**config.mk**
```make
export PLATFORM = sky130hd
export DESIGN_NAME = press_classified_reminder_timer_core
export DESIGN_NICKNAME = d
export VERILOG_FILES = /design/src/rtl/prct_pkg.sv /design/src/rtl/prct_tick.sv /design/src/rtl/press_classified_reminder_timer_core.sv
export SDC_FILE = /design/constraint.sdc
export NUM_CORES = 1
export LEC_CHECK = 0
export ABC_CLOCK_PERIOD_IN_PS = 3100
export BUFFER_PORTS_ARGS = -buffer_cell sky130_fd_sc_hd__buf_2
export CAP_MARGIN = 5
export CORE_MARGIN = 3
export CORE_UTILIZATION = 40
export CTS_BUF_LIST = sky130_fd_sc_hd__clkbuf_8 sky130_fd_sc_hd__clkbuf_16
export DETAILED_ROUTE_END_ITERATION = 8
export PLACE_DENSITY = 0.57
export SYNTH_ARGS = -nofsm -noshare
export SYNTH_HDL_FRONTEND = slang
export SYNTH_SLANG_ARGS = --single-unit
```
**constraint.sdc**
```tcl
create_clock -name i_clk -period 3.1 [get_ports i_clk]
set_input_delay 0.465 -clock i_clk [delete_from_list [all_inputs] [get_ports i_clk]]
set_output_delay 0.465 -clock i_clk [all_outputs]
set_load 0.02 [all_outputs]
```
**src/rtl/prct_pkg.sv**
```systemverilog
`default_nettype none

package prct_pkg;

    localparam int SLOT_COUNT = 4;
    localparam int SLOT_W     = (SLOT_COUNT > 1) ? $clog2(SLOT_COUNT) : 1;

    localparam int CFG_IDX_W  = 3;
    localparam int CFG_DATA_W = 16;
    localparam int TICK_W     = 16;
    localparam int BEEP_W     = 8;
    localparam int OPTION_W   = 2;

    typedef enum logic [CFG_IDX_W-1:0] {
        REG_LONG_PRESS = 3'd0,
        REG_SLOT0      = 3'd1,
        REG_SLOT1      = 3'd2,
        REG_SLOT2      = 3'd3,
        REG_SLOT3      = 3'd4,
        REG_BEEP_HALF  = 3'd5
    } t_reg_idx;

    localparam logic [TICK_W-1:0] LONG_PRESS_RST = 16'd60;
    localparam logic [BEEP_W-1:0] BEEP_HALF_RST  = 8'd10;

    function automatic logic [TICK_W-1:0] slot_reset_value(input int slot);
        logic [TICK_W-1:0] v;
        case (slot)
            0:       v = 16'd500;
            1:       v = 16'd1500;
            2:       v = 16'd3000;
            default: v = 16'd0;
        endcase
        return v;
    endfunction

    typedef enum logic [1:0] {
        EVT_NONE  = 2'd0,
        EVT_SHORT = 2'd1,
        EVT_LONG  = 2'd2
    } t_event;

    typedef struct packed {
        logic [TICK_W-1:0]                 long_press;
        logic [SLOT_COUNT-1:0][TICK_W-1:0] slot_dur;
        logic [BEEP_W-1:0]                 beep_half;
    } t_cfg;

    // Packed so that the last output field, led_on, sits in bit 0.
    typedef struct packed {
        logic                alert_raised;
        logic                countdown_running;
        logic [OPTION_W-1:0] option_index;
        t_event              press_event;
        logic                buzzer_on;
        logic                led_on;
    } t_result;

endpackage

`default_nettype wire

```
**src/rtl/prct_tick.sv**
```systemverilog
`default_nettype none

module prct_tick (
    input  wire                  i_clk,
    input  wire                  i_rst_n,
    input  wire                  i_advance,
    input  wire                  i_level,
    input  prct_pkg::t_cfg       i_cfg,
    output prct_pkg::t_result    o_result
);
    import prct_pkg::*;

    logic              r_prev_level, n_prev_level;
    logic              r_press_active, n_press_active;
    logic [TICK_W-1:0] r_held, n_held;
    logic [SLOT_W-1:0] r_slot, n_slot;
    logic [TICK_W-1:0] r_remaining, n_remaining;
    logic              r_armed, n_armed;
    logic              r_alert, n_alert;
    logic [BEEP_W-1:0] r_beep_cnt, n_beep_cnt;
    logic              r_beep_phase, n_beep_phase;

    logic [TICK_W-1:0] rem_dec;
    logic [TICK_W-1:0] next_dur;
    logic [SLOT_W-1:0] next_slot;
    logic [BEEP_W:0]   beep_inc;
    logic [BEEP_W-1:0] half;
    t_event            event_code;
    logic              led, buzz;

    assign rem_dec   = r_remaining - 1'b1;
    assign next_slot = (r_slot == SLOT_W'(SLOT_COUNT - 1)) ? '0 : r_slot + 1'b1;
    assign next_dur  = i_cfg.slot_dur[next_slot];
    assign half      = (i_cfg.beep_half == '0) ? BEEP_W'(1) : i_cfg.beep_half;
    assign beep_inc  = {1'b0, r_beep_cnt} + 1'b1;

    always_comb begin
        n_remaining    = r_remaining;
        n_armed        = r_armed;
        n_alert        = r_alert;
        n_press_active = r_press_active;
        n_held         = r_held;
        n_slot         = r_slot;
        n_beep_cnt     = r_beep_cnt;
        n_beep_phase   = r_beep_phase;
        event_code     = EVT_NONE;
        led            = 1'b0;
        buzz           = 1'b0;

        // The countdown steps before the button is looked at.
        if (r_armed) begin
            n_remaining = rem_dec;
            if (rem_dec == '0) begin
                n_armed = 1'b0;
                n_alert = 1'b1;
            end
        end

        if (!r_press_active) begin
            if (r_prev_level && !i_level) begin
                n_press_active = 1'b1;
                n_held         = '0;
            end
        end else if (!i_level) begin
            if (r_held != '1) begin
                n_held = r_held + 1'b1;
            end
        end else begin
            event_code     = (r_held >= i_cfg.long_press) ? EVT_LONG : EVT_SHORT;
            n_press_active = 1'b0;
        end
        n_prev_level = i_level;

        case (event_code)
            EVT_SHORT: begin
                n_slot = next_slot;
                if (next_dur == '0) begin
                    n_armed     = 1'b0;
                    n_remaining = '0;
                    n_alert     = 1'b0;
                end else begin
                    n_armed     = 1'b1;
                    n_remaining = next_dur;
                end
            end
            EVT_LONG: begin
                n_armed     = 1'b0;
                n_remaining = '0;
                n_alert     = 1'b0;
            end
            default: begin
            end
        endcase

        if (n_alert) begin
            led  = 1'b1;
            buzz = !r_beep_phase;
            // Nine bits, so that a count left high by a smaller half period still wraps.
            if (beep_inc >= {1'b0, half}) begin
                n_beep_cnt   = '0;
                n_beep_phase = !r_beep_phase;
            end else begin
                n_beep_cnt = beep_inc[BEEP_W-1:0];
            end
        end else begin
            n_beep_cnt   = '0;
            n_beep_phase = 1'b0;
        end
    end

    always_comb begin
        o_result                   = '0;
        o_result.led_on            = led;
        o_result.buzzer_on         = buzz;
        o_result.press_event       = event_code;
        o_result.option_index      = OPTION_W'(n_slot);
        o_result.countdown_running = n_armed;
        o_result.alert_raised      = n_alert;
    end

    always_ff @(posedge i_clk) begin
        if (!i_rst_n) begin
            r_prev_level   <= 1'b1;
            r_press_active <= 1'b0;
            r_held         <= '0;
            r_slot         <= '0;
            r_remaining    <= '0;
            r_armed        <= 1'b0;
            r_alert        <= 1'b0;
            r_beep_cnt     <= '0;
            r_beep_phase   <= 1'b0;
        end else if (i_advance) begin
            r_prev_level   <= n_prev_level;
            r_press_active <= n_press_active;
            r_held         <= n_held;
            r_slot         <= n_slot;
            r_remaining    <= n_remaining;
            r_armed        <= n_armed;
            r_alert        <= n_alert;
            r_beep_cnt     <= n_beep_cnt;
            r_beep_phase   <= n_beep_phase;
        end
    end

`ifndef SYNTH
    a_armed_nonzero: assert property (@(posedge i_clk) disable iff (!i_rst_n)
        r_armed |-> (r_remaining != '0))
        else $error("countdown armed with nothing left to count");

    a_release_ends_press: assert property (@(posedge i_clk) disable iff (!i_rst_n)
        (i_advance && (event_code != EVT_NONE)) |=> !r_press_active)
        else $error("press still active after a classed release");

    a_quiet_beep: assert property (@(posedge i_clk) disable iff (!i_rst_n)
        !r_alert |-> ((r_beep_cnt == '0) && !r_beep_phase))
        else $error("beep pattern not at its start while no alert");
`endif

endmodule

`default_nettype wire

```
**src/rtl/press_classified_reminder_timer_core.sv**
```systemverilog
`default_nettype none

// Channel   Direction  Payload (lowest bit first)
// s_axis    in         tdata: button_level, zero fill to 8 bits
// m_axis    out        tdata: led_on, buzzer_on, press_event, option_index,
//                             countdown_running, alert_raised
// cfg       in         write enable, register index, 16-bit data
//
// One poll tick is taken per cycle while s_axis_tready is high; its result is
// registered. A two-entry output stage (result register plus skid register)
// lets a tick be accepted while a result still waits, and s_axis_tready falls
// only when both entries are full. Reset is synchronous and active low; it
// restores the register defaults and the released, idle timer state.

module press_classified_reminder_timer_core (
    input  wire                                 i_clk,
    input  wire                                 i_rst_n,
    input  wire                                 s_axis_tvalid,
    output logic                                s_axis_tready,
    input  wire  [7:0]                          s_axis_tdata,  // [0] button_level
    output logic                                m_axis_tvalid,
    input  wire                                 m_axis_tready,
    // [0] led_on, [1] buzzer_on, [3:2] press_event, [5:4] option_index,
    // [6] countdown_running, [7] alert_raised
    output logic [7:0]                          m_axis_tdata,
    input  wire                                 i_cfg_we,
    input  wire  [prct_pkg::CFG_IDX_W-1:0]      i_cfg_index,
    input  wire  [prct_pkg::CFG_DATA_W-1:0]     i_cfg_data
);
    import prct_pkg::*;

    t_cfg    r_cfg;
    t_result tick_result;
    t_result r_out, r_skid;
    logic    r_out_valid, r_skid_valid;
    logic    accept, out_take;

    assign s_axis_tready = !r_skid_valid;
    assign accept        = s_axis_tvalid && s_axis_tready;
    assign out_take      = r_out_valid && m_axis_tready;

    always_ff @(posedge i_clk) begin
        if (!i_rst_n) begin
            r_cfg.long_press <= LONG_PRESS_RST;
            r_cfg.beep_half  <= BEEP_HALF_RST;
            for (int s = 0; s < SLOT_COUNT; s++) begin
                r_cfg.slot_dur[s] <= slot_reset_value(s);
            end
        end else if (i_cfg_we) begin
            unique case (i_cfg_index)
                REG_LONG_PRESS: r_cfg.long_press <= i_cfg_data[TICK_W-1:0];
                REG_BEEP_HALF:  r_cfg.beep_half  <= i_cfg_data[BEEP_W-1:0];
                REG_SLOT0, REG_SLOT1, REG_SLOT2, REG_SLOT3: begin
                    for (int s = 0; s < SLOT_COUNT; s++) begin
                        if (i_cfg_index == CFG_IDX_W'(int'(REG_SLOT0) + s)) begin
                            r_cfg.slot_dur[s] <= i_cfg_data[TICK_W-1:0];
                        end
                    end
                end
                default: begin
                end
            endcase
        end
    end

    prct_tick u_tick (
        .i_clk     (i_clk),
        .i_rst_n   (i_rst_n),
        .i_advance (accept),
        .i_level   (s_axis_tdata[0]),
        .i_cfg     (r_cfg),
        .o_result  (tick_result)
    );

    always_ff @(posedge i_clk) begin
        if (!i_rst_n) begin
            r_out_valid  <= 1'b0;
            r_skid_valid <= 1'b0;
        end else begin
            if (accept) begin
                if (!r_out_valid || out_take) begin
                    r_out_valid <= 1'b1;
                    r_out       <= tick_result;
                end else begin
                    r_skid_valid <= 1'b1;
                    r_skid       <= tick_result;
                end
            end else if (out_take) begin
                // The skid entry moves up; the result stage empties if there is none.
                r_out_valid  <= r_skid_valid;
                r_out        <= r_skid;
                r_skid_valid <= 1'b0;
            end
        end
    end

    assign m_axis_tvalid = r_out_valid;
    assign m_axis_tdata  = r_out;

`ifndef SYNTH
    a_skid_behind_out: assert property (@(posedge i_clk) disable iff (!i_rst_n)
        r_skid_valid |-> r_out_valid)
        else $error("skid entry held while the result stage is empty");

    a_skid_fill: assert property (@(posedge i_clk) disable iff (!i_rst_n)
        (accept && r_out_valid && !m_axis_tready) |=> r_skid_valid)
        else $error("request accepted behind a stalled result was not kept");

    a_skid_drain: assert property (@(posedge i_clk) disable iff (!i_rst_n)
        (r_skid_valid && m_axis_tready) |=> !r_skid_valid)
        else $error("skid entry not drained after the result was taken");
`endif

endmodule

`default_nettype wire
```
* Word level (Yosys, flattened, before mapping) *
Index checks and enable logic that the tools add are counted.
Widths: inputs -> output; s select.

word-level totals
  flip-flop bits (word level) = 153

operators by class
  add/sub/neg operators = 4
  bitwise operators = 1
  multiplexer cells = 41
  reductions and logical operators = 29
  eq/ne operators = 14
  order comparisons = 3

operator list
  cell                   count
  $mux 16                7
  $mux 8                 6
  $bmux 16 s2            1
  $logic_not 16->1       2
  $pmux 16 s2            1
  $mux 1                 19
  $reduce_and 3->1       6
  $add 16x1->16 const B  1
  $ge 16x16->1           1
  $ne 16x16->1 const B   1
  $sub 16x1->16 const B  1
  $reduce_and 2->1       6
  $mux 2                 5
  $add 8x1->9 const B    1
  $ge 9x8->1             1
  $logic_not 8->1        1
  $ne 2x2->1 const B     4
  $eq 3x2->1 const B     2
  $eq 3x3->1 const B     2
  $eq 2x2->1 const B     2
  $logic_not 1->1        4
  $pmux 1 s2             2
  $reduce_and 4->1       1
  $reduce_bool 2->1      2
  other kinds (11)       13

* Longest topological paths before layout *
Gate-level depths: netlist (run 1).

  depth in word-level cells = 10
  depth in mapped cells = 12

* Hierarchy *
Synthesis (run 1) repeated with hierarchy kept, for this count alone.

unflattened totals
  cell total of the unflattened synthesis = 829
  area, all modules = 7599.8 um^2

by module, submodules not included
  module                                area an instance (um^2)  cells an instance  seq. area each (um^2)  instances
  prct_tick                             3819.9                   460                940.9                  1
  press_classified_reminder_timer_core  3779.9                   369                2282.2                 1

* Worst setup path after synthesis (run 1) *
No wires, ideal clock.

  kind = register -> register
  start point = reg u_tick.r_slot[0]
  end point = reg u_tick.r_beep_cnt[1]
  arrival time = 2.649 ns
  library setup time = 0.117 ns
  cell stages (with the launch flop) = 10
  slack = 0.335 ns
  required time = 2.983 ns
  clock period less this slack = 2.765 ns
  cell sequence = dfxtp_1 ha_1 nor2_2 mux4_2 a2111oi_2 o31ai_1 o31a_1 o22ai_4 nor3_2 a22o_1

on the way
  cells in the longest elaborated chain, start to end = 8
  elaborated cells between the ends (all ways) = 9
  classes of those cells = add/sub: 1; eq/ne: 1; mux: 6; reduce/logical: 1

RTL lines
  what                                              line              text
  from (decl)                                       prct_tick.sv:16   logic [SLOT_W-1:0] r_slot, n_slot;
  from (signal assigned)                            prct_tick.sv:136  r_slot <= n_slot;
  $add 2x1->2 / $eq 2x2->1 (equally long branches)  prct_tick.sv:32   assign next_slot = (r_slot == SLOT_W'(SLOT_COUNT - 1)) ? '0 : r_slot + 1'b1;
  $mux 2 *                                          prct_tick.sv:32
  $bmux 16 s2 *                                     prct_tick.sv:33   assign next_dur = i_cfg.slot_dur[next_slot];
  $mux 16 (not written as such) *                   prct_tick.sv:33
  $logic_not 16->1 *                                prct_tick.sv:77   if (next_dur == '0) begin
  $mux 1 *                                          prct_tick.sv:77
  $pmux 1 s2 *                                      prct_tick.sv:74   case (event_code)
  $mux 8 *                                          prct_tick.sv:95   if (n_alert) begin
  to (signal assigned)                              prct_tick.sv:140  r_beep_cnt <= n_beep_cnt;
  to (decl)                                         prct_tick.sv:20   logic [BEEP_W-1:0] r_beep_cnt, n_beep_cnt;

Every way passes the cells marked *; elsewhere a longest branch is shown, timed or not. The select of a mux whose other input is x is not followed.
A chain may end at the register's enable or synchronous reset.

* Worst setup path after layout (run 1) *
  start point = reg u_tick.r_slot[0]
  end point = reg u_tick.r_beep_cnt[3]

Same word-level chain as after synthesis.

==> results of run 1 <==
-- routing by layer --
layer	part of all wire, %	GRT usage [%]	vias up
li1	-	-	3222
met1	51	30.2	3031
met2	44	30.7	123
met3	3.7	4.76	22
met4	1.7	5.85	0
met5	0	0	-
-- sequential cells by signal, indices dropped and copies added, names as in the netlist --
signal / flops
r_skid_valid: 1
u_tick.r_alert: 1
m_axis_tdata: 7
u_tick.r_held: 16
r_skid: 7
r_cfg: 88
u_tick.r_beep_cnt: 8
m_axis_tvalid: 1
u_tick.r_remaining: 16
u_tick.r_armed: 1
u_tick.r_slot: 2
u_tick.r_beep_phase: 1
u_tick.r_press_active: 1
u_tick.r_prev_level: 1
-- power breakdown --
group	switching, uW	internal (uW)	total (uW)
logic	371	228	599
clock network	868	1190	2050
registers	57.2	2030	2090
-- worst max-delay path, cell delays in order, from the launching register on --
cell and delay [ns]:
dfxtp_1 0.31, ha_1 0.24, nor2_4 0.25, buf_6 0.16, mux4_2 0.51, or3_1 0.34
o31a_4 0.40, o22ai_4 0.27, nor3_2 0.12, a22o_1 0.20
-- logic make-up after synthesis --
group                      count (synthesis)
AOI/OAI and AO/OA                        178
xor gates and xnor gates                  26
adders and majority gates                 29
muxes                                     20
DFF                                      151
and+or+nand+nor                          414
buffers and inverters                     81
-- through the flow --
step / setup WS [ns] / util (%) / hold slack, ns
detailed placement: 0.0473 / 43.7 / 0.448
floorplan: 0.335 / - / 0.433
finish: 0.178 / 47.1 / 0.288
global placement: 0.0601 / 43.7 / 0.443
CTS: 0.0223 / 46.9 / 0.279
global route: 0.0271 / 47.1 / 0.302
-- cell type report --
class	instances	share of cell area (%)
well taps	229	3.35
flip-flops and latches	151	37.0
clock inverters	15	1.81
repair buffers	60	4.32
multi-input cells	668	47.0
inverters	35	1.54
clock buffers	17	4.98
-- worst min path at each step --
stage,depth (start not counted),startpoint,to,slack [ns]
floorplan,2,r_cfg[42],r_cfg[42],0.43
global placement,2,r_cfg[42],r_cfg[42],0.44
detailed placement,2,r_cfg[79],r_cfg[79],0.45
CTS,3,i_rst_n,r_skid_valid,0.28
global route,3,i_rst_n,r_skid_valid,0.30
finish,3,i_rst_n,r_skid_valid,0.29
-- placed cells by master (no fill, tap or decap), types with 3 or more instances in the layout --
cell type	n
and2_1	3
clkinvlp_4	5
a211oi_1	6
or3_1	5
or2_2	3
a2111oi_0	4
nand2_1	222
buf_4	25
mux4_2	17
edfxtp_1	14
a21o_1	9
xor2_1	14
nor4_1	9
nor2_1	67
nand3_1	37
a221oi_1	8
o211ai_1	9
xnor2_1	12
a22o_1	4
nand4_1	6
inv_6	3
a31oi_1	5
a21oi_1	89
buf_2	34
nor3_1	26
nor2b_1	5
clkbuf_16	17
ha_1	29
dfxtp_1	137
nor3_2	3
inv_1	34
o31ai_1	4
o21ai_0	15
or4_1	5
nand2b_1	9
-- timing repair --
action                                  CTS  global route
endpoints found under the setup margin    0            16
gates resized for setup                   0             4
hold buffers                              0             0
==> impl_metrics.yaml, run 1 <==
worst_setup_path:
  cp_max_fo: 6
  endpoint_kind: "flop"
  cp.required_ns: 3.43
  r2r-end: "u_tick.r_beep_cnt[3]"
  rrSetupSlack_ns: 0.18
  crit_path_start_kind: "flop"
  critPathKind: "flop to flop"
  r2r-start: "u_tick.r_slot[0]"
  arrival_ns: 3.25
  reg2reg_depth: 9
  crit_start: "u_tick.r_slot[0]"
  endpoint: "u_tick.r_beep_cnt[3]"
timing:
  finalCriticalPeriod_ns: 2.92
  worst_pin_slew_ns: 0.945
  hold_viol: 0
  drv_slew: 0
  period_share_pct: 94.3
  max_slew_margin_pct: 37.0
  rsz0062_at_grt: "no"
  tns_ns: 0
  skew_ns: 0.0168
  fmax_mhz: 342
  setup_viol: 0
clock_tree:
  post_cts_buffers: 0
  numClockSinks: 151
  cts_buffers: 17
  clk_latency_ns: 0.44
  htreeDepth: 4
  cts.root.buffer_cell: "clkbuf_16"
  clock_path_buffers: 2
  cts_tree: "yes"
  clk_pin_slew_worst_paths_ns: 0.07
placed_design:
  place_congestion: 0.802
  io_buffers: 34
  place_area_um2: 7940
  dpl.hpwl_um: 14000
  dp.cells: 1142
floorplan:
  io_pins: 42
  core_area_um2: 18100
  die_area_um2: 20400
  die_w_um: 143
  start_util_pct: 41.2
  fp-row-count: 49
  fp.dieH_um: 143
finish:
  regArea_um2: 3160
  drive_above_1_share_pct: 14.0
  multi_input_area_um2: 4020
  n_antenna_cell: 0
  finalNetCount: 994
  fillers: 1796
  syn_to_final_growth_pct: 14.3
  fin_cells: 1175
  final_cell_area_um2: 8550
route:
  drtAntennaViolNets: 0
  drcViolationCount: 0
  wl_per_cell_um: 17.3
  routed_via_density: 5.45
  drtIter0Drc: 426
  drt_wl_total_um: 20300
  drtPass1Iterations: 5
  vias: 6398
synth:
  syn_area_um2: 7480
  yosys.area_share.simple_pct: 24.6
  synth_fp_nets: 960
  synth-main-ff-cell: "dfxtp_1"
  synthXorXnorAreaFrac_pct: 3.04
  synth_cell_types: 71
  synth_top_area_share_pct: 36.7
  ys_async_sr_fraction_pct: 0
  synth_top_family_by_area: "simple AND/OR/NAND/NOR gates"
  netlist_top_cells_area: "dfxtp_1, nand2_1, a21oi_1, edfxtp_1, mux4_2"
  synthCells: 899
  ys_seq_elements: 151
  synth_edf_count: 14
  synth.avg_cell_area_um2: 8.32
  synthAdderAreaFrac_pct: 4.85
  yosysWarnings: 0
  synth_most_common_cell: "nand2_1"
  synth_compound_area_share_pct: 15.2
  synthMuxAreaShare_pct: 5.54
  yosysTopAreaCell: "dfxtp_1"
  yosys-top-cells-count: "nand2_1, dfxtp_1, a21oi_1, nor2_1, nand3_1"
  ys_seq_area_share_pct: 42.3
pwr:
  p_leak_uw: 0.00334
  power_uw: 4740
  ir_worst_vdd_mv: 0.381
  p_per_area_nw_per_um2: 555
global_route:
  track_usage_pct: 20.7
  grt_pass1_wl_um: 32900
  grt_max_degree: 83
  antenna_found_initial: 0
  overflow: 0
  grt_pass1_vias: 6024
hold_path:
  hold_class: "input port to flop"
run:
  max-cap-violations: 0
status:
  status: "complete, no violations"
(Power assumes the default switching activity.)
==> inputs of run 2 (changes only) <==
--- a/config.mk
+++ b/config.mk
@@ -8,11 +8,14 @@
 export ABC_CLOCK_PERIOD_IN_PS = 3100
 export BUFFER_PORTS_ARGS = -buffer_cell sky130_fd_sc_hd__buf_2
 export CAP_MARGIN = 5
+export CORE_ASPECT_RATIO = 0.6
 export CORE_MARGIN = 3
 export CORE_UTILIZATION = 40
 export CTS_BUF_LIST = sky130_fd_sc_hd__clkbuf_8 sky130_fd_sc_hd__clkbuf_16
 export DETAILED_ROUTE_END_ITERATION = 8
+export HOLD_SLACK_MARGIN = 0.1
 export PLACE_DENSITY = 0.57
 export SYNTH_ARGS = -nofsm -noshare
 export SYNTH_HDL_FRONTEND = slang
 export SYNTH_SLANG_ARGS = --single-unit
+export TNS_END_PERCENT = 30
==> run 2 against run 1 <==
Net effect:
- clock-buffer cell count did not move
- clock skew decreased by 0.0017 ns
- critical endpoint unchanged
- largest power group is now clock
- highest routed layer unchanged
- critical path depth rose by 1
- first-iteration DRC count is 38% higher
- routed wire length increased by 4.4%
- setup slack got worse by 0.054 ns
- critical path type unchanged
==> impl_metrics.yaml, run 2 (synthesis gave the netlist of run 1 again) <==
timing:
  worst_slack_ns: 0.124
  finalCriticalPeriod_ns: 2.98
  max_slew_margin_pct: 40.3
  fmax_mhz: 336
  setup_viol: 0
  drv_slew: 0
  worst_pin_slew_ns: 0.893
  skew_ns: 0.0151
  period_share_pct: 96.0
  hold_viol: 0
clock_tree:
  cts.root.buffer_cell: "clkbuf_16"
  clk_pin_slew_worst_paths_ns: 0.07
  clock_path_buffers: 2
  cts_tree: "yes"
  cts_buffers: 17
  htreeDepth: 4
  numClockSinks: 151
  clk_latency_ns: 0.43
finish:
  syn_to_final_growth_pct: 15.5
  largest-register: "r_cfg"
  n_antenna_cell: 0
  fin_cells: 1193
  finalNetCount: 1001
  reg_top3: "r_cfg x88, u_tick.r_held x16, u_tick.r_remaining x16"
  final_common_cell: "nand2_1"
  largest_reg_flops: 88
  final_cell_mix: "nand2_1, dfxtp_1, a21oi_1"
  drive_above_1_share_pct: 14.7
  final_cell_area_um2: 8640
worst_setup_path:
  rrSetupSlack_ns: 0.12
  r2r-start: "u_tick.r_slot[0]"
  arrival_ns: 3.30
  endpoint: "u_tick.r_beep_cnt[3]"
  cp.required_ns: 3.42
  cp_max_fo: 7
  critPathKind: "flop to flop"
  crit_path_start_kind: "flop"
  reg2reg_depth: 10
  endpoint_kind: "flop"
  r2r-end: "u_tick.r_beep_cnt[3]"
  crit_start: "u_tick.r_slot[0]"
hold_path:
  holdPathStages: 3
  hold_class: "input port to flop"
floorplan:
  start_util_pct: 41.1
  fp-row-count: 38
  fp.dieH_um: 112
  io_pins: 42
  core_area_um2: 18200
  die_w_um: 183
  die_area_um2: 20400
pwr:
  ir_worst_vdd_mv: 0.421
  p_leak_uw: 0.00339
  power_uw: 4830
  p_per_area_nw_per_um2: 559
global_route:
  grt_pass1_wl_um: 33300
  overflow: 0
  grt_pass1_vias: 5754
  grt_max_degree: 62
  antenna_found_initial: 0
  track_usage_pct: 20.9
run:
  max-cap-violations: 0
route:
  drcViolationCount: 0
  routed_via_density: 5.45
  drtIter0Drc: 586
  vias: 6496
  wl_per_cell_um: 17.8
  drtPass1Iterations: 5
  drtAntennaViolNets: 0
  drt_wl_total_um: 21200
placed_design:
  place_congestion: 0.840
  place_ws_ns: -0.0166
  dpl.hpwl_um: 14600
  dp.cells: 1156
  place_area_um2: 7990
  io_buffers: 34
status:
  status: "complete, no violations"
-- run 2: changes by cell type in the layout (fill, tap and decap cells not counted), sizes merged --
| cell | before | now |
|---|---|---|
| inv | 39 | 43 |
| buf | 60 | 67 |
| clkinv | 4 | 3 |
| clkinvlp | 5 | 2 |
-- run 2: how the worst min path moves through the flow --
stage	startpoint	endpoint	slack [ns]
floorplan	r_cfg[42]	r_cfg[42]	0.43
global placement	r_cfg[42]	r_cfg[42]	0.44
detailed placement	r_cfg[65]	r_cfg[65]	0.45
CTS	i_cfg_data[13]	r_cfg[69]	0.31
global route	i_cfg_data[15]	r_cfg[55]	0.33
finish	s_axis_tvalid	r_skid_valid	0.32
-- run 2: report_power, final --
group          total (uW)  switching (uW)  internal (uW)
combinational         622             386            236
clock                2120             912           1210
sequential           2090            58.6           2030
total                4830            1360           3470
-- run 2: area by class of cell --
type                    count  area, um2
flip-flops and latches    151       3160
well taps                 240        300
fillers                  1787       9570
clock inverters            15        165
multi-input cells         668       4030
inverters                  35        131
clock buffers              17        425
repair buffers             67        430
-- run 2: worst max-delay path, stage by stage, from the launching register on --
cell and delay (ns):
dfxtp_1 0.31, ha_1 0.24, nor2_4 0.12, buf_12 0.14, mux4_2 0.55, a2111oi_4 0.32
o31ai_1 0.16, o31a_1 0.39, o22ai_4 0.29, nor3_2 0.13, a22o_1 0.22
-- run 2: layer usage --
layer  track usage [%]  vias up  wire length, um
met1              35.5     3039            11500
met2              26.3      204             8060
met5                 0        -                0
li1                  -     3234                -
met4              4.61        0              216
met3              3.72       19             1400
-- run 2: repair_timing --
action | 4_1_cts | 5_1_grt
resized for setup | 1 | 2
cloned | 1 | 0
buffers inserted | 0 | 4
pin swaps | 2 | 1
setup endpoints to repair | 5 | 14
hold buffers | 0 | 0
-- run 2: metrics by stage --
step / TNS, ns / hold slack, ns / utilization (%)
floorplan: 0 / 0.433 / -
global placement: 0 / 0.442 / 43.9
detailed placement: -0.0562 / 0.448 / 43.9
CTS: 0 / 0.308 / 47.2
global route: -0.00176 / 0.331 / 47.5
finish: 0 / 0.324 / 47.5
